[src/hdl/periodic_task_ready_table_top_assert.svh]
// Assertion macros for the periodic task ready table.
`ifndef PERIODIC_TASK_READY_TABLE_TOP_ASSERT_SVH
`define PERIODIC_TASK_READY_TABLE_TOP_ASSERT_SVH
`ifndef SYNTH
`define PTRT_ASSERT_IMP(lbl, ante, cons) \
  lbl: assert property (@(posedge clk_i) disable iff (!rst_ni) (ante) |-> (cons)) \
    else $error("ptrt: same-cycle check failed");
`define PTRT_ASSERT_NXT(lbl, ante, cons) \
  lbl: assert property (@(posedge clk_i) disable iff (!rst_ni) (ante) |=> (cons)) \
    else $error("ptrt: next-cycle check failed");
`else
`define PTRT_ASSERT_IMP(lbl, ante, cons)
`define PTRT_ASSERT_NXT(lbl, ante, cons)
`endif
`endif

[src/hdl/ptrt_pkg.sv]
// Shared types and constants of the periodic task ready table.
package ptrt_pkg;

  localparam int KIND_W   = 3;
  localparam int SLOT_W   = 4;
  localparam int PERIOD_W = 16;
  localparam int TASK_W   = 4;

  typedef enum logic [KIND_W-1:0] {
    KIND_CREATE   = 3'd0,
    KIND_DELETE   = 3'd1,
    KIND_START    = 3'd2,
    KIND_STOP     = 3'd3,
    KIND_TICK     = 3'd4,
    KIND_DISPATCH = 3'd5
  } kind_e;

  localparam logic STATUS_OK  = 1'b0;
  localparam logic STATUS_ERR = 1'b1;

  typedef enum logic {
    ST_IDLE,
    ST_SCAN
  } state_e;

endpackage

[src/hdl/periodic_task_ready_table_top.sv]
// Periodic task ready table: slot table with a one-slot-per-cycle sequencer that waits on a held result.
//
// Holds MAX_TASKS task slots (numbered from 1), each with valid and ready flags, a
// 16-bit period and a saturating tick count. One command word is taken in the
// cycle the block is idle, and the sequencer then works through it one step per
// cycle on the single read/update port of the slot table, unless a step that gives
// a result word must wait for the downstream side: delete, start, stop and unknown
// kinds take one step, tick visits every slot in turn (MAX_TASKS steps), dispatch
// walks up to the highest ready slot, or over every slot when none is ready (1 to
// MAX_TASKS steps), and create walks up to the lowest free slot, or over every
// slot when none is free (1 to MAX_TASKS steps). Results leave through an output
// register, so the next command word is taken while the last result still waits.
// Dispatch sends one word per ready slot, in ascending slot order, with tlast on
// the final one, or one word with tlast when none is ready; every other command
// gives one word with tlast set.
module periodic_task_ready_table_top #(
  parameter int MAX_TASKS  = 8,
  parameter int COUNT_BITS = 16
) (
  input  logic                            clk_i,
  input  logic                            rst_ni,
  input  logic                            s_axis_tvalid,
  output logic                            s_axis_tready,
  // [3:0] slot, [19:4] period, [23:20] zero
  input  logic [23:0]                     s_axis_tdata,
  // [2:0] kind
  input  logic [ptrt_pkg::KIND_W-1:0]     s_axis_tuser,
  output logic                            m_axis_tvalid,
  input  logic                            m_axis_tready,
  // [0] status, [4:1] task_res, [7:5] zero
  output logic [7:0]                      m_axis_tdata,
  // [0] fired
  output logic                            m_axis_tuser,
  output logic                            m_axis_tlast
);
  import ptrt_pkg::*;

  localparam int IDX_W = (MAX_TASKS > 1) ? $clog2(MAX_TASKS) : 1;
  localparam int CMP_W = (COUNT_BITS > PERIOD_W) ? COUNT_BITS : PERIOD_W;
  localparam logic [IDX_W-1:0] LAST_IDX = IDX_W'(MAX_TASKS - 1);
  localparam logic [5:0] MAX_SLOT = 6'(MAX_TASKS);

  state_e state_q, state_d;
  logic [KIND_W-1:0]   kind_q, kind_d;
  logic [SLOT_W-1:0]   slot_q, slot_d;
  logic [PERIOD_W-1:0] period_q, period_d;
  logic [IDX_W-1:0]    idx_q, idx_d;
  logic [MAX_TASKS-1:0] used_q, used_d;
  logic [MAX_TASKS-1:0] ready_q, ready_d;

  logic              ov_q, ov_d;
  logic              status_q, status_d;
  logic [TASK_W-1:0] task_q, task_d;
  logic              fired_q, fired_d;
  logic              last_q, last_d;

  logic [PERIOD_W-1:0]   period_mem [MAX_TASKS];
  logic [COUNT_BITS-1:0] count_mem [MAX_TASKS];

  logic                  period_we;
  logic                  count_we;
  logic [IDX_W-1:0]      count_waddr;
  logic [COUNT_BITS-1:0] count_wdata;

  logic [PERIOD_W-1:0]   rd_period;
  logic [COUNT_BITS-1:0] rd_count;
  logic [COUNT_BITS-1:0] cnt_inc;
  logic                  reach;

  logic                  can_emit;
  logic                  need_emit;
  logic                  step_en;
  logic                  is_last;
  logic                  hit;
  logic                  more;
  logic [MAX_TASKS-1:0]  above;
  logic [5:0]            slot6;
  logic [5:0]            slot_m1;
  logic [IDX_W-1:0]      sidx;
  logic                  in_range;
  logic                  slot_ok;
  logic [5:0]            num6;

  assign rd_period = period_mem[idx_q];
  assign rd_count  = count_mem[idx_q];
  assign cnt_inc   = (rd_count == '1) ? rd_count : rd_count + COUNT_BITS'(1);
  assign reach     = CMP_W'(cnt_inc) >= CMP_W'(rd_period);

  assign can_emit = !ov_q || m_axis_tready;
  assign is_last  = (idx_q == LAST_IDX);
  assign hit      = used_q[idx_q] && ready_q[idx_q];
  // Any ready slot above the current one decides tlast on dispatch.
  assign above    = ((used_q & ready_q) >> idx_q) >> 1;
  assign more     = |above;
  assign num6     = 6'(idx_q) + 6'd1;

  assign slot6    = {2'b00, slot_q};
  assign slot_m1  = slot6 - 6'd1;
  assign sidx     = slot_m1[IDX_W-1:0];
  assign in_range = (slot6 != 6'd0) && (slot6 <= MAX_SLOT);
  assign slot_ok  = in_range && used_q[sidx];

  always_comb begin
    unique case (kind_q)
      KIND_CREATE:   need_emit = !used_q[idx_q] || is_last;
      KIND_TICK:     need_emit = is_last;
      KIND_DISPATCH: need_emit = hit || is_last;
      default:       need_emit = 1'b1;
    endcase
  end

  assign step_en = (state_q == ST_SCAN) && (!need_emit || can_emit);

  always_comb begin
    state_d     = state_q;
    kind_d      = kind_q;
    slot_d      = slot_q;
    period_d    = period_q;
    idx_d       = idx_q;
    used_d      = used_q;
    ready_d     = ready_q;
    ov_d        = ov_q && !m_axis_tready;
    status_d    = status_q;
    task_d      = task_q;
    fired_d     = fired_q;
    last_d      = last_q;
    period_we   = 1'b0;
    count_we    = 1'b0;
    count_waddr = idx_q;
    count_wdata = '0;

    unique case (state_q)
      ST_IDLE: begin
        if (s_axis_tvalid) begin
          kind_d   = s_axis_tuser;
          slot_d   = s_axis_tdata[3:0];
          period_d = s_axis_tdata[19:4];
          idx_d    = '0;
          state_d  = ST_SCAN;
        end
      end
      ST_SCAN: begin
        if (step_en) begin
          unique case (kind_q)
            KIND_CREATE: begin
              if (!used_q[idx_q]) begin
                used_d[idx_q]  = 1'b1;
                ready_d[idx_q] = 1'b0;
                period_we      = 1'b1;
                count_we       = 1'b1;
                ov_d     = 1'b1;
                status_d = STATUS_OK;
                task_d   = num6[TASK_W-1:0];
                fired_d  = 1'b0;
                last_d   = 1'b1;
                state_d  = ST_IDLE;
              end else if (is_last) begin
                ov_d     = 1'b1;
                status_d = STATUS_ERR;
                task_d   = '0;
                fired_d  = 1'b0;
                last_d   = 1'b1;
                state_d  = ST_IDLE;
              end else begin
                idx_d = idx_q + IDX_W'(1);
              end
            end
            KIND_DELETE, KIND_START, KIND_STOP: begin
              ov_d     = 1'b1;
              task_d   = '0;
              fired_d  = 1'b0;
              last_d   = 1'b1;
              state_d  = ST_IDLE;
              status_d = slot_ok ? STATUS_OK : STATUS_ERR;
              if (slot_ok) begin
                if (kind_q == KIND_DELETE) begin
                  used_d[sidx]  = 1'b0;
                  ready_d[sidx] = 1'b0;
                end else if (kind_q == KIND_START) begin
                  ready_d[sidx] = 1'b1;
                  count_we      = 1'b1;
                  count_waddr   = sidx;
                end else begin
                  ready_d[sidx] = 1'b0;
                end
              end
            end
            KIND_TICK: begin
              if (used_q[idx_q] && !ready_q[idx_q]) begin
                count_we = 1'b1;
                if (reach) begin
                  ready_d[idx_q] = 1'b1;
                end else begin
                  count_wdata = cnt_inc;
                end
              end
              if (is_last) begin
                ov_d     = 1'b1;
                status_d = STATUS_OK;
                task_d   = '0;
                fired_d  = 1'b0;
                last_d   = 1'b1;
                state_d  = ST_IDLE;
              end else begin
                idx_d = idx_q + IDX_W'(1);
              end
            end
            KIND_DISPATCH: begin
              if (hit) begin
                ov_d     = 1'b1;
                status_d = STATUS_OK;
                task_d   = num6[TASK_W-1:0];
                fired_d  = 1'b1;
                last_d   = !more;
                // Period zero keeps the slot ready for every dispatch.
                if (rd_period != '0) begin
                  ready_d[idx_q] = 1'b0;
                end
              end else if (is_last) begin
                ov_d     = 1'b1;
                status_d = STATUS_OK;
                task_d   = '0;
                fired_d  = 1'b0;
                last_d   = 1'b1;
              end
              if ((hit && !more) || is_last) begin
                state_d = ST_IDLE;
              end else begin
                idx_d = idx_q + IDX_W'(1);
              end
            end
            default: begin
              ov_d     = 1'b1;
              status_d = STATUS_ERR;
              task_d   = '0;
              fired_d  = 1'b0;
              last_d   = 1'b1;
              state_d  = ST_IDLE;
            end
          endcase
        end
      end
    endcase
  end

  always_ff @(posedge clk_i or negedge rst_ni) begin
    if (!rst_ni) begin
      state_q <= ST_IDLE;
      idx_q   <= '0;
      used_q  <= '0;
      ready_q <= '0;
      ov_q    <= 1'b0;
    end else begin
      state_q <= state_d;
      idx_q   <= idx_d;
      used_q  <= used_d;
      ready_q <= ready_d;
      ov_q    <= ov_d;
    end
  end

  always_ff @(posedge clk_i) begin
    kind_q   <= kind_d;
    slot_q   <= slot_d;
    period_q <= period_d;
    status_q <= status_d;
    task_q   <= task_d;
    fired_q  <= fired_d;
    last_q   <= last_d;
  end

  always_ff @(posedge clk_i) begin
    if (period_we) begin
      period_mem[idx_q] <= period_q;
    end
    if (count_we) begin
      count_mem[count_waddr] <= count_wdata;
    end
  end

  assign s_axis_tready = (state_q == ST_IDLE);
  assign m_axis_tvalid = ov_q;
  assign m_axis_tdata  = {3'b000, task_q, status_q};
  assign m_axis_tuser  = fired_q;
  assign m_axis_tlast  = last_q;

  `include "periodic_task_ready_table_top_assert.svh"

  `PTRT_ASSERT_NXT(a_accept_starts_scan, s_axis_tvalid && s_axis_tready, state_q == ST_SCAN)
  `PTRT_ASSERT_IMP(a_idx_in_range, state_q == ST_SCAN, idx_q <= LAST_IDX)
  `PTRT_ASSERT_IMP(a_ready_only_used, 1'b1, (ready_q & ~used_q) == '0)
  `PTRT_ASSERT_NXT(a_dispatch_fires, step_en && kind_q == KIND_DISPATCH && hit, m_axis_tvalid && m_axis_tuser)

endmodule
[config.mk]
export PLATFORM = sky130hd
export DESIGN_NAME = periodic_task_ready_table_top
export DESIGN_NICKNAME = d
export VERILOG_FILES = /design/src/hdl/ptrt_pkg.sv /design/src/hdl/periodic_task_ready_table_top.sv
export VERILOG_INCLUDE_DIRS = /design/src /design/src/hdl
export SDC_FILE = /design/constraint.sdc
export NUM_CORES = 1
export LEC_CHECK = 0
export ABC_CLOCK_PERIOD_IN_PS = 4630
export BUFFER_PORTS_ARGS = -buffer_cell sky130_fd_sc_hd__buf_2
export CAP_MARGIN = 20
export CORE_MARGIN = 2
export CORE_UTILIZATION = 35
export DETAILED_ROUTE_END_ITERATION = 8
export HOLD_SLACK_MARGIN = 0.15
export REMOVE_ABC_BUFFERS = 1
export SLEW_MARGIN = 30
export SYNTH_ARGS = -nofsm -noshare
export SYNTH_HDL_FRONTEND = slang
export SYNTH_SLANG_ARGS = --single-unit
[constraint.sdc]
create_clock -name clk_i -period 4.63 [get_ports clk_i]
set_input_delay 0.2315 -clock clk_i [delete_from_list [all_inputs] [get_ports clk_i]]
set_output_delay 0.2315 -clock clk_i [all_outputs]
set_load 0.02 [all_outputs]
# After elaboration in Yosys (flattened, before gate mapping)
# Memory sizes are Yosys's and may differ from the RTL's.
# Index checks and enable logic that the tools add are counted.
dict set report classes {
  addsub 4
  n_lt_le_gt_ge 6
  n_eq_ne 20
  shift 1
  mux 89
  n_bitwise 10
  n_reduce_logical 33
}
# op n
set ops {}
lappend ops {{$mux W16} 6}
lappend ops {{$mux W8} 11}
lappend ops {{$mux W1} 40}
lappend ops {{$mux W3} 11}
lappend ops {{$and A8 B8 Y8} 4}
lappend ops {{$pmux W8 S4} 1}
lappend ops {{$or A8 B8 Y8} 3}
lappend ops {{$pmux W1 S3} 6}
lappend ops {{$add A16 B1 Y16 const B} 1}
lappend ops {{$eq A16 B16 Y1 const B} 1}
lappend ops {{$ge A16 B16 Y1} 1}
lappend ops {{$ne A2 B2 Y1 const B} 8}
lappend ops {{$not A8 Y8} 2}
lappend ops {{$pmux W8 S2} 1}
lappend ops {{$reduce_bool A16 Y1} 1}
lappend ops {{$mux W4} 3}
lappend ops {{$pmux W4 S3} 1}
lappend ops {{$bmux W1 S3} 3}
lappend ops {{$eq A3 B3 Y1 const B} 3}
lappend ops {{$logic_and A1 B1 Y1} 9}
lappend ops {{$ne A3 B3 Y1 const B} 3}
lappend ops {{$pmux W3 S3} 1}
lappend ops {{$reduce_and A9 Y1} 1}
lappend ops {{$lt A3 B4 Y1 const B} 2}
lappend ops {{27 further kinds} 40}
dict set report word_totals {
  ff_bits 51
  ramBits 256
  in_bits 31
  output_inout_bits 12
  word_cells 177
  mem_count 2
}
# memory depth word_bits rd rd_clocked_by_memory_dff wr line_no
set memory_table {}
lappend memory_table {count_mem 8 16 1 0 1 periodic_task_ready_table_top.sv:58} ;# logic [COUNT_BITS-1:0] count_mem [MAX_TASKS];
lappend memory_table {period_mem 8 16 1 0 1 periodic_task_ready_table_top.sv:57} ;# logic [PERIOD_W-1:0] period_mem [MAX_TASKS];

# Depth between registers and ports, before layout
# Gate-level depths: netlist of run 1.
dict set report depth {
  word_depth 12
  mapped_depth 23
}

# Least setup slack after synthesis of run 1
# No wires, ideal clock.
dict set report synth_timing {
  path_type {reg-to-reg}
  start {register idx_q[0]}
  end {memory count_mem[0][13], data pin}
  setup_time_ns 0.277
  arrival_time_ns 4.406
  t_required_ns 4.353
  setup_slack_ns -0.053
  path_stages_with_launch 22
  n_path_buf 4
  synth_period_minus_slack_ns 4.683
  path_cell_list {dfrtp_1 -> buf_2 -> buf_2 -> mux4_2 -> nand2_1 -> nand2_1 -> ha_1 -> and4_1 -> buf_2 -> nand4_1 -> buf_6 -> nand2_1 -> xnor2_1 -> ha_1 -> a2111oi_0 -> o21ai_0 -> a221o_1 -> a21oi_1 -> o21ai_0 -> nor2_1 -> nand2b_1 -> a211oi_1}
}
dict set report synth_between {
  elab_chain_cells 10
  elab_cells_between_ends 26
  classes_between {1 x add/sub; 1 x order compare; 2 x eq/ne; 11 x mux; 9 x reduce/logical; 2 x memory}
}
# element line_no
set synth_rtl {}
lappend synth_rtl {{start: declaration} periodic_task_ready_table_top.sv:47} ;# logic [IDX_W-1:0] idx_q, idx_d;
lappend synth_rtl {{start signal: assignment} periodic_task_ready_table_top.sv:255} ;# idx_q <= idx_d;
lappend synth_rtl {{branches (longest 8 deep; another with $mem_v2 Z8 W16)} n/a}
lappend synth_rtl {{$mux W16 *} periodic_task_ready_table_top.sv:143} ;# if (step_en) begin
lappend synth_rtl {{$mux W16 *} periodic_task_ready_table_top.sv:132} ;# unique case (state_q)
lappend synth_rtl {{net count_wdata[13]} periodic_task_ready_table_top.sv:63} ;# logic [COUNT_BITS-1:0] count_wdata;
lappend synth_rtl {{end: declaration} periodic_task_ready_table_top.sv:58}
# Mark *: on every way through the listed nets, which the timed path passes. The select of a mux whose other input is x is not followed.

# Worst setup path in the final report of run 1
dict set report layout_timing {
  start {register idx_q[2]}
  end {register ready_q[2]}
}
dict set report layout_between {
  elab_chain_cells 9
  elab_cells_between_ends 42
  classes_between {1 x add/sub; 3 x order compare; 7 x eq/ne; 14 x mux; 3 x bitwise; 12 x reduce/logical; 2 x memory}
}
# element line_no
set layout_rtl {}
lappend layout_rtl {{branches (longest 9 deep; another with $mem_v2 Z8 W16)} n/a}
lappend layout_rtl {{end signal: assignment} periodic_task_ready_table_top.sv:257} ;# ready_q <= ready_d;
lappend layout_rtl {{end: declaration} periodic_task_ready_table_top.sv:49} ;# logic [MAX_TASKS-1:0] ready_q, ready_d;
# Several ways; the timed one is not identified. The select of a mux whose other input is x is not followed.
# A chain may end at the register's enable or synchronous reset.

==> impl_results.html, run 1 <==
<table>
<tr><th>Metric</th><th>Value</th></tr>
<tr><th colspan="2">Layout</th></tr>
<tr><td>Count of non-filler cells in the finished layout</td><td>roughly 1,700</td></tr>
<tr><td>Multi-input combinational cell area</td><td>approximately 4600 µm²</td></tr>
<tr><td>Antenna fix cells</td><td>0</td></tr>
<tr><td>Number of filler instances in the final layout</td><td>roughly 3,500</td></tr>
<tr><td>Layout cell share with drive strength beyond 1</td><td>0.2892</td></tr>
<tr><td>Final-stage net count</td><td>between 1,000 and 1,500</td></tr>
<tr><td>Area used by sequential logic in the layout</td><td>roughly 9100 µm²</td></tr>
<tr><td>Area growth syn-to-layout</td><td>23.32%</td></tr>
<tr><td>Finished Cell Area</td><td>17,120 µm²</td></tr>
<tr><th colspan="2">Status</th></tr>
<tr><td>Run status</td><td>completed</td></tr>
<tr><th colspan="2">Pwr</th></tr>
<tr><td>Power Dens Cells</td><td>around 430 nW/µm²</td></tr>
<tr><td>Leakage power summed over all cells</td><td>about 0.0062 µW</td></tr>
<tr><td>IR Drop Worst-Case VDD</td><td>between 0.0003 and 0.0004 V</td></tr>
<tr><th colspan="2">Clock tree</th></tr>
<tr><td>Clock latency on the worst-skew pair</td><td>around 0.51 ns</td></tr>
<tr><td>Number of buffers added by the clock tree synthesis step</td><td>35</td></tr>
<tr><td>H-tree levels</td><td>2</td></tr>
<tr><td>Clock tree root buffer cell</td><td>clkbuf_16</td></tr>
<tr><td>CTS Sinks</td><td>between 300 and 400</td></tr>
<tr><td>CTS clock-pin slew for the worst setup and hold paths</td><td>roughly 0.06 ns</td></tr>
<tr><td>Max Root-Sink Buffers</td><td>3</td></tr>
<tr><td>Clock tree from TritonCTS</td><td>built</td></tr>
<tr><th colspan="2">GRT</th></tr>
<tr><td>Largest net degree at the start of global routing</td><td>42</td></tr>
<tr><td>Residual overflow from global routing</td><td>0</td></tr>
<tr><td>Met2 usage</td><td>0.2888</td></tr>
<tr><td>GRT Overall Usage</td><td>0.1713</td></tr>
<tr><td>First-pass GRT wire length</td><td>roughly 54 mm</td></tr>
<tr><td>Met3 track demand over resource in global routing</td><td>0.02557</td></tr>
<tr><td>Vias in the first global route</td><td>8,907</td></tr>
<tr><td>Initial antenna violation count</td><td>0</td></tr>
<tr><td>Global route hottest layer</td><td>met2</td></tr>
<tr><td>Grt met1 use</td><td>0.2340</td></tr>
<tr><th colspan="2">Yosys</th></tr>
<tr><td>Total of flip-flops plus latches after synthesis</td><td>between 300 and 400</td></tr>
<tr><td>Number of distinct library cells after synthesis</td><td>72</td></tr>
<tr><td>Flip-flop cell with the highest count after synthesis</td><td>edfxtp_1</td></tr>
<tr><td>Number of enable-type register cells in the synthesized netlist</td><td>~290</td></tr>
<tr><td>Fraction of synthesis flops using an asynchronous set or reset pin</td><td>0.06840</td></tr>
<tr><td>Sequential cell area fraction in the yosys report</td><td>0.6566</td></tr>
<tr><td>Avg Synthesized Cell Area</td><td>14.52 µm²</td></tr>
<tr><td>Post-Syn Instances</td><td>956</td></tr>
<tr><td>Number of warnings printed during yosys synthesis</td><td>0</td></tr>
<tr><td>Post-synth design cell area</td><td>around 14,000 µm²</td></tr>
<tr><th colspan="2">Run</th></tr>
<tr><td>Max-cap check violation count</td><td>0</td></tr>
<tr><th colspan="2">Detailed routing</th></tr>
<tr><td>Vias per Instance</td><td>about 5.4</td></tr>
<tr><td>Iteration-0 DRC Markers</td><td>just under 900</td></tr>
<tr><td>DRC violations left</td><td>0</td></tr>
<tr><td>Antenna-violating nets left</td><td>0</td></tr>
<tr><td>Overall via count from detail_route</td><td>8,920</td></tr>
<tr><td>Wirelength, routed</td><td>roughly 36 mm</td></tr>
<tr><td>Routed wirelength normalized by instance count</td><td>roughly 22 µm</td></tr>
<tr><td>Number of iterations in the first detailed-routing pass</td><td>5</td></tr>
<tr><th colspan="2">Setup path</th></tr>
<tr><td>Required arrival time at the worst endpoint</td><td>~5.0 ns</td></tr>
<tr><td>Buffer and inverter count on the worst path</td><td>8</td></tr>
<tr><td>Crit Path Class</td><td>reg -&gt; reg</td></tr>
<tr><td>Largest delay share family, worst path</td><td>buffers and inverters</td></tr>
<tr><td>CP Launch Type</td><td>register</td></tr>
<tr><td>Flop-to-flop setup slack</td><td>~0.083 ns</td></tr>
<tr><td>Critical-path top delay cell</td><td>dfrtp_4</td></tr>
<tr><td>Largest fanout of any net on the critical path</td><td>11</td></tr>
<tr><td>CP peak stage delay</td><td>approximately 0.5 ns</td></tr>
<tr><td>Worst Setup End Kind</td><td>register</td></tr>
<tr><td>Most frequent cell on the critical path</td><td>buf_4</td></tr>
<tr><td>Cell Chain, Critical Path</td><td>buf_12 &gt; buf_4 &gt; buf_4 &gt; mux4_2 &gt; nand2_1 &gt; nand2_2 &gt; ha_1 &gt; and4_1 &gt; nand4_1 &gt; buf_4 &gt; buf_2 &gt; o21ai_0 &gt; buf_4 &gt; ha_1 &gt; a21o_1 &gt; a21o_1 &gt; a2111oi_4 &gt; o21ai_2 &gt; buf_4 &gt; buf_4 &gt; nand4_4 &gt; mux2_2</td></tr>
<tr><td>Data arrival time of the critical path</td><td>approximately 5.0 ns</td></tr>
<tr><th colspan="2">Die</th></tr>
<tr><td>Die X-Extent</td><td>a little over 200 µm</td></tr>
<tr><td>Initial standard-cell utilization of the core</td><td>0.3567</td></tr>
<tr><td>Standard-cell row count</td><td>between 70 and 80</td></tr>
<tr><td>Placeable Area</td><td>a little under 40,000 µm²</td></tr>
<tr><td>Chip height</td><td>203.1 µm</td></tr>
<tr><td>I/O pin count</td><td>43</td></tr>
<tr><td>DIE AREA</td><td>approximately 41,000 µm²</td></tr>
<tr><th colspan="2">Timing</th></tr>
<tr><td>Max-slew headroom at the worst pin</td><td>0.5285</td></tr>
<tr><td>Minimum clock period after layout</td><td>between 4 and 5 ns</td></tr>
<tr><td>Setup-violating endpoint count in the final report</td><td>0</td></tr>
<tr><td>Transition at the pin with the smallest max-transition slack</td><td>0.7057 ns</td></tr>
<tr><td>Period utilisation layout</td><td>0.9820</td></tr>
<tr><td>Max-slew violation count</td><td>0</td></tr>
<tr><td>Total negative slack</td><td>0 ns</td></tr>
<tr><td>Achievable clock frequency</td><td>approximately 220 MHz</td></tr>
<tr><td>Hold violation total from the final report</td><td>0</td></tr>
<tr><td>Worst clock skew</td><td>about 0.020 ns</td></tr>
<tr><th colspan="2">Place</th></tr>
<tr><td>HPWL after detailed placement</td><td>about 23 mm</td></tr>
<tr><td>Gpl congestion</td><td>about 0.90</td></tr>
<tr><td>Number of port buffers</td><td>35</td></tr>
<tr><td>Instance area after placement</td><td>roughly 15,000 µm²</td></tr>
<tr><td>Placed insts</td><td>between 1,500 and 2,000</td></tr>
<tr><th colspan="2">Hold path</th></tr>
<tr><td>Worst min path class</td><td>in -&gt; reg</td></tr>
</table>
[through the flow]
step           utilization  hold slack [ns]  setup slack (ns)  total power (µW)
2_1_floorplan            -         -0.06409            -2.182              4010
3_3_place_gp        0.3936           0.2441           -0.1149              4492
3_5_place_dp        0.3936           0.2501           -0.1274              4517
4_1_cts             0.4312           0.1726          0.002646              7266
5_1_grt             0.4398           0.2113          -0.05966              7633
6_report            0.4398           0.1961           0.08347              7327
[registers in the layout (all words and copies together), names as in the netlist]
register / flops
idx_q: 3
m_axis_tlast: 1
period_q: 16
ready_q: 8
m_axis_tuser: 1
kind_q: 3
period_mem: 128
m_axis_tvalid: 1
task_q: 4
count_mem: 128
status_q: 1
slot_q: 4
used_q: 8
state_q: 1
[where the power goes]
part | internal (µW) | switching (µW) | leakage [µW]
Clock | 1670 | 1050 | 0.000552
Sequential | 3150 | 117 | 0.00309
Combinational | 578 | 755 | 0.00252
[cell type report]
cell class,count,share of cell area
inverter,19,0.004313
multi-input combinational,569,0.2695
clock inverter,15,0.01009
tap,518,0.03786
clock buffer,44,0.05562
timing repair buffer,180,0.08969
sequential,307,0.5329
[placed cells by master, fill, tap and decap left out, types with 6 or more instances in the layout]
cell type        n
edfxtp_1       286
nor2_2           7
a22oi_1         17
o22a_1           7
a21oi_1         35
a221o_1          7
mux2i_1         41
nor3_1          10
buf_4           99
and3_1          10
nor2b_1         12
clkbuf_1         7
buf_2           36
inv_1           17
and3_4          12
nand4_1          6
o211ai_1         6
nand2b_1         7
o21ai_0         22
a22o_1          13
buf_12          14
nand3b_1        13
dlygate4sd3_1   25
mux2_2          34
a221oi_1        22
ha_1            19
dfrtp_1         18
nor2_1          39
nand3_1         13
o22ai_1         16
mux4_2          20
nand2_1         54
and2_1          10
clkbuf_16       38
[cells by family (layout without fill, tap and decap cells)]
family | Yosys count | count (layout) | share of synthesized area
fa+ha+maj | 20 | 20 | 0.01803
flops | 307 | 307 | 0.6566
buf+inv | 82 | 258 | 0.03263
simple gates | 234 | 234 | 0.08861
xor+xnor | 9 | 9 | 0.005678
mux | 96 | 96 | 0.09041
compound gates | 207 | 207 | 0.1078
other cells | 1 | 3 | 0.0002702
[metal layers]
metal | share of wire | wire length (µm)
met1 | 0.44 | 15740
met5 | 0 | 0
met3 | 0.052 | 1858
met2 | 0.49 | 17460
met4 | 0.015 | 550
[synth_stat cells (5+ instances only)]
master / number / area share
o211ai_1: 6 / 0.0032
nand4_1: 6 / 0.0027
and2_1: 12 / 0.0054
nor2_1: 47 / 0.013
mux4_2: 20 / 0.032
clkbuf_1: 24 / 0.0065
ha_1: 20 / 0.018
edfxtp_1: 286 / 0.62
a21oi_1: 39 / 0.014
nand2b_1: 8 / 0.0036
a221o_1: 7 / 0.0050
buf_2: 16 / 0.0058
and3_1: 23 / 0.010
a22o_1: 13 / 0.0082
inv_1: 18 / 0.0049
o22a_1: 7 / 0.0044
buf_4: 10 / 0.0054
nor2b_1: 14 / 0.0063
o2bb2ai_1: 6 / 0.0038
mux2_2: 35 / 0.028
xnor2_1: 5 / 0.0032
o22ai_1: 16 / 0.0072
dfrtp_1: 21 / 0.038
nor3_1: 14 / 0.0050
a221oi_1: 24 / 0.015
nand3_1: 13 / 0.0047
mux2i_1: 41 / 0.030
nand3b_1: 13 / 0.0070
a22oi_1: 17 / 0.0092
buf_6: 8 / 0.0065
o21ai_0: 26 / 0.0094
nor4_1: 6 / 0.0027
nand2_1: 56 / 0.015
[worst reg2reg max path: cells and delay by family, from the launching register on]
kind,cells,cell delay (ns)
buffers and inverters,8,1.19
AOI/OAI and AO/OA,5,0.96
muxes,2,0.63
and+or+nand+nor,5,0.63
adders and majority gates,2,0.54
DFF,1,0.49
[repair_timing]
action | in CTS | in global routing
setup buffers | 5 | 8
setup endpoints to repair | 128 | 136
endpoints found under the hold margin | 46 | 0
pin swaps | 2 | 13
gates resized for setup | 15 | 62
gates cloned | 0 | 2
hold buffers | 25 | 0
[final timing paths]
| path | start | to | depth (start not counted) |
|---|---|---|---|
| setup / recovery | idx_q[2] | ready_q[2] | 22 |
| hold / removal | m_axis_tready | m_axis_tvalid | 3 |
| setup reg to reg | idx_q[2] | ready_q[2] | 22 |
| hold reg to reg | ready_q[7] | ready_q[7] | 2 |
| max in group asynchronous | rst_ni | idx_q[2] | 2 |
| min in group asynchronous | rst_ni | ready_q[6] | 2 |
Power figures use the tool's default switching activity.
==> inputs of run 2 (changes only) <==
--- a/config.mk
+++ b/config.mk
@@ -11,6 +11,7 @@
 export CAP_MARGIN = 20
 export CORE_MARGIN = 2
 export CORE_UTILIZATION = 35
+export CTS_BUF_LIST = sky130_fd_sc_hd__clkbuf_4 sky130_fd_sc_hd__clkbuf_8
 export DETAILED_ROUTE_END_ITERATION = 8
 export HOLD_SLACK_MARGIN = 0.15
 export REMOVE_ABC_BUFFERS = 1
==> impl_results.html, run 2 (synthesis results as in run 1) <==
<table>
<tr><th>Metric</th><th>Value</th></tr>
<tr><th colspan="2">Layout</th></tr>
<tr><td>Layout cell share with drive strength beyond 1</td><td>0.2923 (+0.003106)</td></tr>
<tr><td>Most common cell after layout, fill and taps aside</td><td>edfxtp_1</td></tr>
<tr><td>Count of non-filler cells in the finished layout</td><td>1,681 (+1.8%)</td></tr>
<tr><td>Antenna fix cells</td><td>0 (unchanged)</td></tr>
<tr><td>Final-stage net count</td><td>1,177 (+1.2%)</td></tr>
<tr><td>Number of filler instances in the final layout</td><td>3,548 (+2.0%)</td></tr>
<tr><td>Utilization after layout</td><td>0.4344 (-0.005401)</td></tr>
<tr><td>Area growth syn-to-layout</td><td>21.80%</td></tr>
<tr><td>Leading registers by flop count</td><td>count_mem: 128 flops, period_mem: 128 flops, period_q: 16 flops</td></tr>
<tr><td>Finished Cell Area</td><td>16,910 µm² (-1.2%)</td></tr>
<tr><td>Commonest cells after routing, fill and taps aside</td><td>edfxtp_1 (286), buf_4 (97), nand2_1 (56)</td></tr>
<tr><th colspan="2">Detailed routing</th></tr>
<tr><td>Overall via count from detail_route</td><td>8,949 (+0.33%)</td></tr>
<tr><td>Number of iterations in the first detailed-routing pass</td><td>5 (unchanged)</td></tr>
<tr><td>DRC violations left</td><td>0 (unchanged)</td></tr>
<tr><td>Antenna-violating nets left</td><td>0 (unchanged)</td></tr>
<tr><td>Vias per Instance</td><td>5.324 (-1.4%)</td></tr>
<tr><td>Iteration-0 DRC Markers</td><td>773 (-11%)</td></tr>
<tr><td>Routed wirelength normalized by instance count</td><td>21.03 µm (-2.4%)</td></tr>
<tr><td>Wirelength, routed</td><td>35.35 mm (-0.72%)</td></tr>
<tr><th colspan="2">Pwr</th></tr>
<tr><td>Sw Ratio</td><td>0.2735 (+0.01087)</td></tr>
<tr><td>Leakage power summed over all cells</td><td>0.006113 µW (-0.75%)</td></tr>
<tr><td>Comb pwr share</td><td>0.186 (+0.004)</td></tr>
<tr><td>Clock share of power</td><td>0.345 (-0.027)</td></tr>
<tr><td>IR Drop Worst-Case VDD</td><td>0.0002472 V (-20%)</td></tr>
<tr><td>Power Dens Cells</td><td>411.8 nW/µm² (-3.8%)</td></tr>
<tr><td>Internal cell power</td><td>5058 µW (-6.4%)</td></tr>
<tr><td>Portion of total power attributed to sequential cells</td><td>0.469 (+0.023)</td></tr>
<tr><td>Psw</td><td>1905 µW (-1.0%)</td></tr>
<tr><td>Post-layout power</td><td>6963 µW (-5.0%)</td></tr>
<tr><th colspan="2">Clock tree</th></tr>
<tr><td>Clock tree from TritonCTS</td><td>built</td></tr>
<tr><td>CTS clock-pin slew for the worst setup and hold paths</td><td>0.06 ns (about the same)</td></tr>
<tr><td>Max Root-Sink Buffers</td><td>3 (unchanged)</td></tr>
<tr><td>CTS Sinks</td><td>307 (unchanged)</td></tr>
<tr><td>Number of buffers added by the clock tree synthesis step</td><td>51 (+46%)</td></tr>
<tr><td>Clock tree root buffer cell</td><td>clkbuf_8</td></tr>
<tr><td>Clock latency on the worst-skew pair</td><td>0.59 ns (+0.08 ns)</td></tr>
<tr><td>H-tree levels</td><td>2 (unchanged)</td></tr>
<tr><th colspan="2">Timing</th></tr>
<tr><td>Worst clock skew</td><td>0.02782 ns (+0.007482 ns)</td></tr>
<tr><td>Setup-violating endpoint count in the final report</td><td>0 (unchanged)</td></tr>
<tr><td>Max-slew violation count</td><td>0 (unchanged)</td></tr>
<tr><td>Minimum clock period after layout</td><td>4.522 ns (-0.02464 ns)</td></tr>
<tr><td>Setup repair after global routing missed its margin</td><td>yes</td></tr>
<tr><td>Achievable clock frequency</td><td>221.1 MHz (+0.54%)</td></tr>
<tr><td>Hold violation total from the final report</td><td>0 (unchanged)</td></tr>
<tr><td>Max-slew headroom at the worst pin</td><td>0.5458 (+0.01725)</td></tr>
<tr><td>Period utilisation layout</td><td>0.9767 (-0.005321)</td></tr>
<tr><td>Transition at the pin with the smallest max-transition slack</td><td>0.6799 ns (-0.02583 ns)</td></tr>
<tr><th colspan="2">Setup path</th></tr>
<tr><td>Cell Chain, Critical Path</td><td>buf_6 &gt; buf_4 &gt; buf_4 &gt; or2_4 &gt; nor2_2 &gt; a221oi_1 &gt; buf_4 &gt; a211oi_4 &gt; nand4_1 &gt; buf_6 &gt; mux2_4 &gt; ha_1 &gt; o211ai_1 &gt; o21ai_1 &gt; a221o_1 &gt; a21oi_2 &gt; o21ai_2 &gt; nor2_2 &gt; buf_6 &gt; and3_2</td></tr>
<tr><td>CP peak stage delay</td><td>0.53 ns (+0.04 ns)</td></tr>
<tr><td>Required arrival time at the worst endpoint</td><td>5.04 ns (about the same)</td></tr>
<tr><td>Worst Setup End Kind</td><td>register</td></tr>
<tr><td>Crit Path Class</td><td>reg -&gt; reg</td></tr>
<tr><td>Flop-to-flop setup slack</td><td>0.11 ns (+0.02 ns)</td></tr>
<tr><td>Largest fanout of any net on the critical path</td><td>12 (+1)</td></tr>
<tr><td>Buffer and inverter count on the worst path</td><td>6 (-2)</td></tr>
<tr><td>Data arrival time of the critical path</td><td>4.93 ns (-0.02 ns)</td></tr>
<tr><td>CP Launch Type</td><td>register</td></tr>
<tr><td>Critical-path top delay cell</td><td>dfrtp_4</td></tr>
<tr><td>Largest delay share family, worst path</td><td>compound AO/OA/AOI/OAI gates</td></tr>
<tr><th colspan="2">Status</th></tr>
<tr><td>Run status</td><td>completed</td></tr>
<tr><th colspan="2">Place</th></tr>
<tr><td>Gpl congestion</td><td>0.8950 (unchanged)</td></tr>
<tr><td>Placed insts</td><td>1,553 (unchanged)</td></tr>
<tr><td>Instance area after placement</td><td>15,320 µm² (unchanged)</td></tr>
<tr><td>HPWL after detailed placement</td><td>22.76 mm (unchanged)</td></tr>
<tr><td>Number of port buffers</td><td>35 (unchanged)</td></tr>
<tr><th colspan="2">Die</th></tr>
<tr><td>DIE AREA</td><td>41,270 µm² (unchanged)</td></tr>
<tr><td>Chip height</td><td>203.1 µm (unchanged)</td></tr>
<tr><td>Die X-Extent</td><td>203.1 µm (unchanged)</td></tr>
<tr><td>I/O pin count</td><td>43 (unchanged)</td></tr>
<tr><td>Initial standard-cell utilization of the core</td><td>0.3567 (unchanged)</td></tr>
<tr><td>Standard-cell row count</td><td>72 (unchanged)</td></tr>
<tr><td>Placeable Area</td><td>38,920 µm² (unchanged)</td></tr>
<tr><th colspan="2">GRT</th></tr>
<tr><td>GRT Overall Usage</td><td>0.1716 (+0.0002845)</td></tr>
<tr><td>Vias in the first global route</td><td>9,065 (+1.8%)</td></tr>
<tr><td>Residual overflow from global routing</td><td>0 (unchanged)</td></tr>
<tr><td>Initial antenna violation count</td><td>0 (unchanged)</td></tr>
<tr><td>Largest net degree at the start of global routing</td><td>42 (unchanged)</td></tr>
<tr><td>First-pass GRT wire length</td><td>53.93 mm (about the same)</td></tr>
<tr><th colspan="2">Hold path</th></tr>
<tr><td>Worst min path class</td><td>in -&gt; async</td></tr>
<tr><th colspan="2">Run</th></tr>
<tr><td>Max-cap check violation count</td><td>0 (unchanged)</td></tr>
</table>
==> run 2: changes by cell type in the layout (fill, tap and decap cells not counted), moves of 5 or more <==
| cell | delta |
|---|---|
| clkbuf_8 | +53 |
| clkbuf_16 | -38 |
| clkinv_1 | +12 |
| clkbuf_4 | +8 |
| clkbuf_1 | -7 |
| and3_2 | +5 |
| and3_4 | -5 |
==> run 2: stage by stage <==
stage,TNS [ns],setup slack [ns],hold slack [ns]
floorplan,-343.39,-2.182,-0.06409
global placement,-9.393,-0.1149,0.2441
detailed placement,-9.974,-0.1274,0.2501
CTS,0,0.002039,0.1561
global route,-4.143,-0.07707,0.1895
finish,0,0.1081,0.1652
==> run 2: final timing paths <==
check,start,endpoint,cells past startpoint
setup / recovery,idx_q[0],count_mem[3][8],20
hold / removal,rst_ni,m_axis_tvalid,2
setup reg to reg,idx_q[0],count_mem[3][8],20
hold reg to reg,task_q[1],task_q[1],1
max in group asynchronous,rst_ni,idx_q[2],2
min in group clk_i,s_axis_tuser[0],kind_q[0],2
==> run 2: cell type report <==
class                      instances  area (µm²)  share of cell area
sequential                       307        9123              0.5396
multi-input combinational        569        4542              0.2686
timing repair buffer             178        1505             0.08902
clock buffer                      61       789.5             0.04670
tap                              518       648.1             0.03833
clock inverter                    29       226.5             0.01339
inverter                          19       73.82            0.004366
==> run 2: routing by layer <==
layer | vias to the layer above | GRT usage | routed length, µm | part of all wire
li1 | 4126 | - | - | -
met4 | 0 | 0.04510 | 633 | 0.018
met2 | 301 | 0.2877 | 17170 | 0.49
met5 | - | 0 | 0 | 0
met1 | 4471 | 0.2316 | 15320 | 0.43
met3 | 51 | 0.02924 | 2220 | 0.063
==> run 2: timing repair <==
action	CTS	global route
setup endpoints to repair	128	136
pin swaps	1	8
endpoints found under the hold margin	47	0
cloned	0	1
hold buffers	26	0
gates resized for setup	10	49
setup buffers	5	6
==> run 2: power by group through the flow <==
| stage | Sequential, µW | Combinational (µW) | Clock, µW |
|---|---|---|---|
| 2_1_floorplan | 3350 | 663 | 0 |
| 3_3_place_gp | 3320 | 1170 | 0 |
| 3_5_place_dp | 3330 | 1190 | 0 |
| 4_1_cts | 3270 | 1220 | 2450 |
| 5_1_grt | 3280 | 1410 | 2580 |
| 6_report | 3270 | 1290 | 2400 |
==> inputs of run 3 (changes only) <==
--- a/config.mk
+++ b/config.mk
@@ -10,10 +10,11 @@
 export BUFFER_PORTS_ARGS = -buffer_cell sky130_fd_sc_hd__buf_2
 export CAP_MARGIN = 20
 export CORE_MARGIN = 2
-export CORE_UTILIZATION = 35
+export CORE_UTILIZATION = 50
 export CTS_BUF_LIST = sky130_fd_sc_hd__clkbuf_4 sky130_fd_sc_hd__clkbuf_8
 export DETAILED_ROUTE_END_ITERATION = 8
 export HOLD_SLACK_MARGIN = 0.15
+export PLACE_DENSITY = 0.69
 export REMOVE_ABC_BUFFERS = 1
 export SLEW_MARGIN = 30
 export SYNTH_ARGS = -nofsm -noshare
==> impl_results.html, run 3 (synthesis results as in run 1) <==
<table>
<tr><th>Metric</th><th>Value</th></tr>
<tr><th colspan="2">Status</th></tr>
<tr><td>Run status</td><td>completed</td></tr>
<tr><th colspan="2">Layout</th></tr>
<tr><td>Finished Cell Area</td><td>16,770 µm² (-0.78%)</td></tr>
<tr><td>Layout cell share with drive strength beyond 1</td><td>0.3024 (+0.01008)</td></tr>
<tr><td>Leading registers by flop count</td><td>count_mem: 128 flops, period_mem: 128 flops, period_q: 16 flops</td></tr>
<tr><td>Most common cell after layout, fill and taps aside</td><td>edfxtp_1</td></tr>
<tr><td>Count of non-filler cells in the finished layout</td><td>1,526 (-9.2%)</td></tr>
<tr><td>Number of filler instances in the final layout</td><td>2,058 (-42%)</td></tr>
<tr><td>Antenna fix cells</td><td>0 (unchanged)</td></tr>
<tr><td>Commonest cells after routing, fill and taps aside</td><td>edfxtp_1 (286), buf_4 (93), nand2_1 (54)</td></tr>
<tr><td>Final-stage net count</td><td>1,176 (-0.085%)</td></tr>
<tr><td>Area growth syn-to-layout</td><td>20.85%</td></tr>
<tr><th colspan="2">Setup path</th></tr>
<tr><td>Worst reg2reg startpoint</td><td>idx_q[0]</td></tr>
<tr><td>Worst Setup End Kind</td><td>register</td></tr>
<tr><td>Crit Path Class</td><td>reg -&gt; reg</td></tr>
<tr><td>CP Launch Type</td><td>register</td></tr>
<tr><td>Cell Chain, Critical Path</td><td>buf_12 &gt; buf_16 &gt; or3b_2 &gt; a21oi_2 &gt; a2111oi_2 &gt; buf_4 &gt; nor4_4 &gt; nand4_1 &gt; buf_6 &gt; mux2_4 &gt; ha_4 &gt; o211ai_1 &gt; o21ai_1 &gt; a221o_1 &gt; a21oi_2 &gt; o21ai_2 &gt; nor2_4 &gt; buf_6 &gt; buf_8 &gt; and3_4</td></tr>
<tr><td>CP peak stage delay</td><td>0.54 ns (about the same)</td></tr>
<tr><td>Crit. Startpoint</td><td>idx_q[0]</td></tr>
<tr><td>Setup crit end</td><td>count_mem[2][9]</td></tr>
<tr><td>Depth of the worst register-to-register path</td><td>20 (unchanged)</td></tr>
<tr><td>Flop-to-flop setup slack</td><td>0.06 ns (-0.05 ns)</td></tr>
<tr><td>Required arrival time at the worst endpoint</td><td>5.03 ns (about the same)</td></tr>
<tr><td>Critical-path top delay cell</td><td>dfrtp_4</td></tr>
<tr><td>End of the worst register-to-register path</td><td>count_mem[2][9]</td></tr>
<tr><td>Largest fanout of any net on the critical path</td><td>8 (-4)</td></tr>
<tr><td>Data arrival time of the critical path</td><td>4.97 ns (+0.04 ns)</td></tr>
<tr><th colspan="2">Timing</th></tr>
<tr><td>Hold violation total from the final report</td><td>0 (unchanged)</td></tr>
<tr><td>Period utilisation layout</td><td>0.9880 (+0.01134)</td></tr>
<tr><td>Transition at the pin with the smallest max-transition slack</td><td>0.7290 ns (+0.04906 ns)</td></tr>
<tr><td>Setup repair after global routing missed its margin</td><td>yes</td></tr>
<tr><td>Final worst hold slack</td><td>0.1932 ns (+0.02793 ns)</td></tr>
<tr><td>Max-slew violation count</td><td>0 (unchanged)</td></tr>
<tr><td>Max-slew headroom at the worst pin</td><td>0.5135 (-0.03231)</td></tr>
<tr><td>Worst clock skew</td><td>0.03813 ns (+0.01031 ns)</td></tr>
<tr><td>Setup-violating endpoint count in the final report</td><td>0 (unchanged)</td></tr>
<tr><td>Achievable clock frequency</td><td>218.6 MHz (-1.1%)</td></tr>
<tr><td>Minimum clock period after layout</td><td>4.574 ns (+0.05252 ns)</td></tr>
<tr><th colspan="2">Clock tree</th></tr>
<tr><td>CTS clock-pin slew for the worst setup and hold paths</td><td>0.07 ns (about the same)</td></tr>
<tr><td>Max Root-Sink Buffers</td><td>3 (unchanged)</td></tr>
<tr><td>Number of buffers added by the clock tree synthesis step</td><td>50 (-2.0%)</td></tr>
<tr><td>H-tree levels</td><td>2 (unchanged)</td></tr>
<tr><td>Clock tree from TritonCTS</td><td>built</td></tr>
<tr><td>Clock latency on the worst-skew pair</td><td>0.58 ns (about the same)</td></tr>
<tr><td>CTS Sinks</td><td>307 (unchanged)</td></tr>
<tr><td>Clock tree root buffer cell</td><td>clkbuf_8</td></tr>
<tr><th colspan="2">Detailed routing</th></tr>
<tr><td>DRC violations left</td><td>0 (unchanged)</td></tr>
<tr><td>Antenna-violating nets left</td><td>0 (unchanged)</td></tr>
<tr><td>Number of iterations in the first detailed-routing pass</td><td>7 (+2)</td></tr>
<tr><td>Vias per Instance</td><td>6.053 (+14%)</td></tr>
<tr><td>Routed wirelength normalized by instance count</td><td>22.56 µm (+7.3%)</td></tr>
<tr><td>Iteration-0 DRC Markers</td><td>1,028 (+33%)</td></tr>
<tr><td>Wirelength, routed</td><td>34.43 mm (-2.6%)</td></tr>
<tr><td>Overall via count from detail_route</td><td>9,237 (+3.2%)</td></tr>
<tr><th colspan="2">Place</th></tr>
<tr><td>Gpl congestion</td><td>0.9414 (+5.2%)</td></tr>
<tr><td>Placed insts</td><td>1,398 (-10%)</td></tr>
<tr><td>Instance area after placement</td><td>15,070 µm² (-1.6%)</td></tr>
<tr><td>HPWL after detailed placement</td><td>21.58 mm (-5.2%)</td></tr>
<tr><td>Number of port buffers</td><td>35 (unchanged)</td></tr>
<tr><th colspan="2">Die</th></tr>
<tr><td>Initial standard-cell utilization of the core</td><td>0.5122 (+0.1555)</td></tr>
<tr><td>Die X-Extent</td><td>170.6 µm (-16%)</td></tr>
<tr><td>DIE AREA</td><td>29,110 µm² (-29%)</td></tr>
<tr><td>Standard-cell row count</td><td>60 (-17%)</td></tr>
<tr><td>Placeable Area</td><td>27,100 µm² (-30%)</td></tr>
<tr><td>Chip height</td><td>170.6 µm (-16%)</td></tr>
<tr><td>I/O pin count</td><td>43 (unchanged)</td></tr>
<tr><th colspan="2">Pwr</th></tr>
<tr><td>Power Dens Cells</td><td>404.1 nW/µm² (-1.9%)</td></tr>
<tr><td>IR Drop Worst-Case VDD</td><td>0.0002673 V (+8.1%)</td></tr>
<tr><td>Leakage power summed over all cells</td><td>0.006110 µW (about the same)</td></tr>
<tr><td>Post-layout power</td><td>6779 µW (-2.6%)</td></tr>
<tr><th colspan="2">GRT</th></tr>
<tr><td>GRT Overall Usage</td><td>0.2386 (+0.06704)</td></tr>
<tr><td>Initial antenna violation count</td><td>0 (unchanged)</td></tr>
<tr><td>Residual overflow from global routing</td><td>0 (unchanged)</td></tr>
<tr><td>Vias in the first global route</td><td>9,152 (+0.96%)</td></tr>
<tr><td>First-pass GRT wire length</td><td>52.47 mm (-2.7%)</td></tr>
<tr><td>Largest net degree at the start of global routing</td><td>37 (-12%)</td></tr>
<tr><th colspan="2">Run</th></tr>
<tr><td>Max-cap check violation count</td><td>0 (unchanged)</td></tr>
<tr><th colspan="2">Hold path</th></tr>
<tr><td>Worst min path class</td><td>in -&gt; async</td></tr>
</table>
-- run 3: per-layer routing --
metal  wire length (µm)  up-vias  track usage
li1                   -     4117            -
met1              14620     4596       0.3317
met2              16500      440       0.3862
met3               2373       84      0.03817
met4                932        0      0.07952
met5                  0        -            0
-- run 3: layout make-up --
cell class	count	area (µm²)	share of cell area
clock buffers	67	815.8	0.04863
clock inverters	14	77.57	0.004624
inverters	19	71.32	0.004252
multi-input cells	569	4644	0.2769
flip-flops and latches	307	9123	0.5438
well taps	372	465.4	0.02775
repair buffers	178	1578	0.09406
-- run 3: worst max-delay path: cells and delay by family (launching register included) --
kind,cells,cell delay (ns)
flops,1,0.54
buf+inv,6,0.92
simple gates,5,1.25
mux,1,0.32
compound gates,7,1.15
fa+ha+maj,1,0.21
-- run 3: power breakdown --
group          switching, µW  internal (µW)  leakage, µW  total [µW]
sequential               116           3160      0.00309        3270
combinational            756            603      0.00254        1360
clock                   1010           1140     0.000481        2150
-- run 3: repair_timing --
item / CTS / global route
pin swaps: 4 / 20
gates cloned: 1 / 2
setup buffers: 3 / 15
gates resized for setup: 37 / 48
hold buffers: 26 / 0
endpoints found under the setup margin: 128 / 136
hold endpoints to repair: 47 / 0
-- run 3: worst min path at each step --
stage	from	end	cells after the start	slack, ns
3_5_place_dp	rst_ni	idx_q[2]	1	0.25
2_1_floorplan	rst_ni	idx_q[0]	0	-0.06
4_1_cts	rst_ni	idx_q[0]	2	0.17
3_3_place_gp	rst_ni	state_q	1	0.25
6_report	rst_ni	ready_q[1]	2	0.19
5_1_grt	rst_ni	ready_q[2]	2	0.23
-- run 3: stage by stage --
stage / utilization / TNS (ns) / worst slack (ns)
finish: 0.6190 / 0 / 0.05559
global route: 0.6190 / -12.31 / -0.1339
global placement: 0.5560 / -0.9054 / -0.08914
floorplan: - / -343.39 / -2.182
CTS: 0.6044 / -0.2443 / -0.01649
detailed placement: 0.5560 / -8.447 / -0.1730
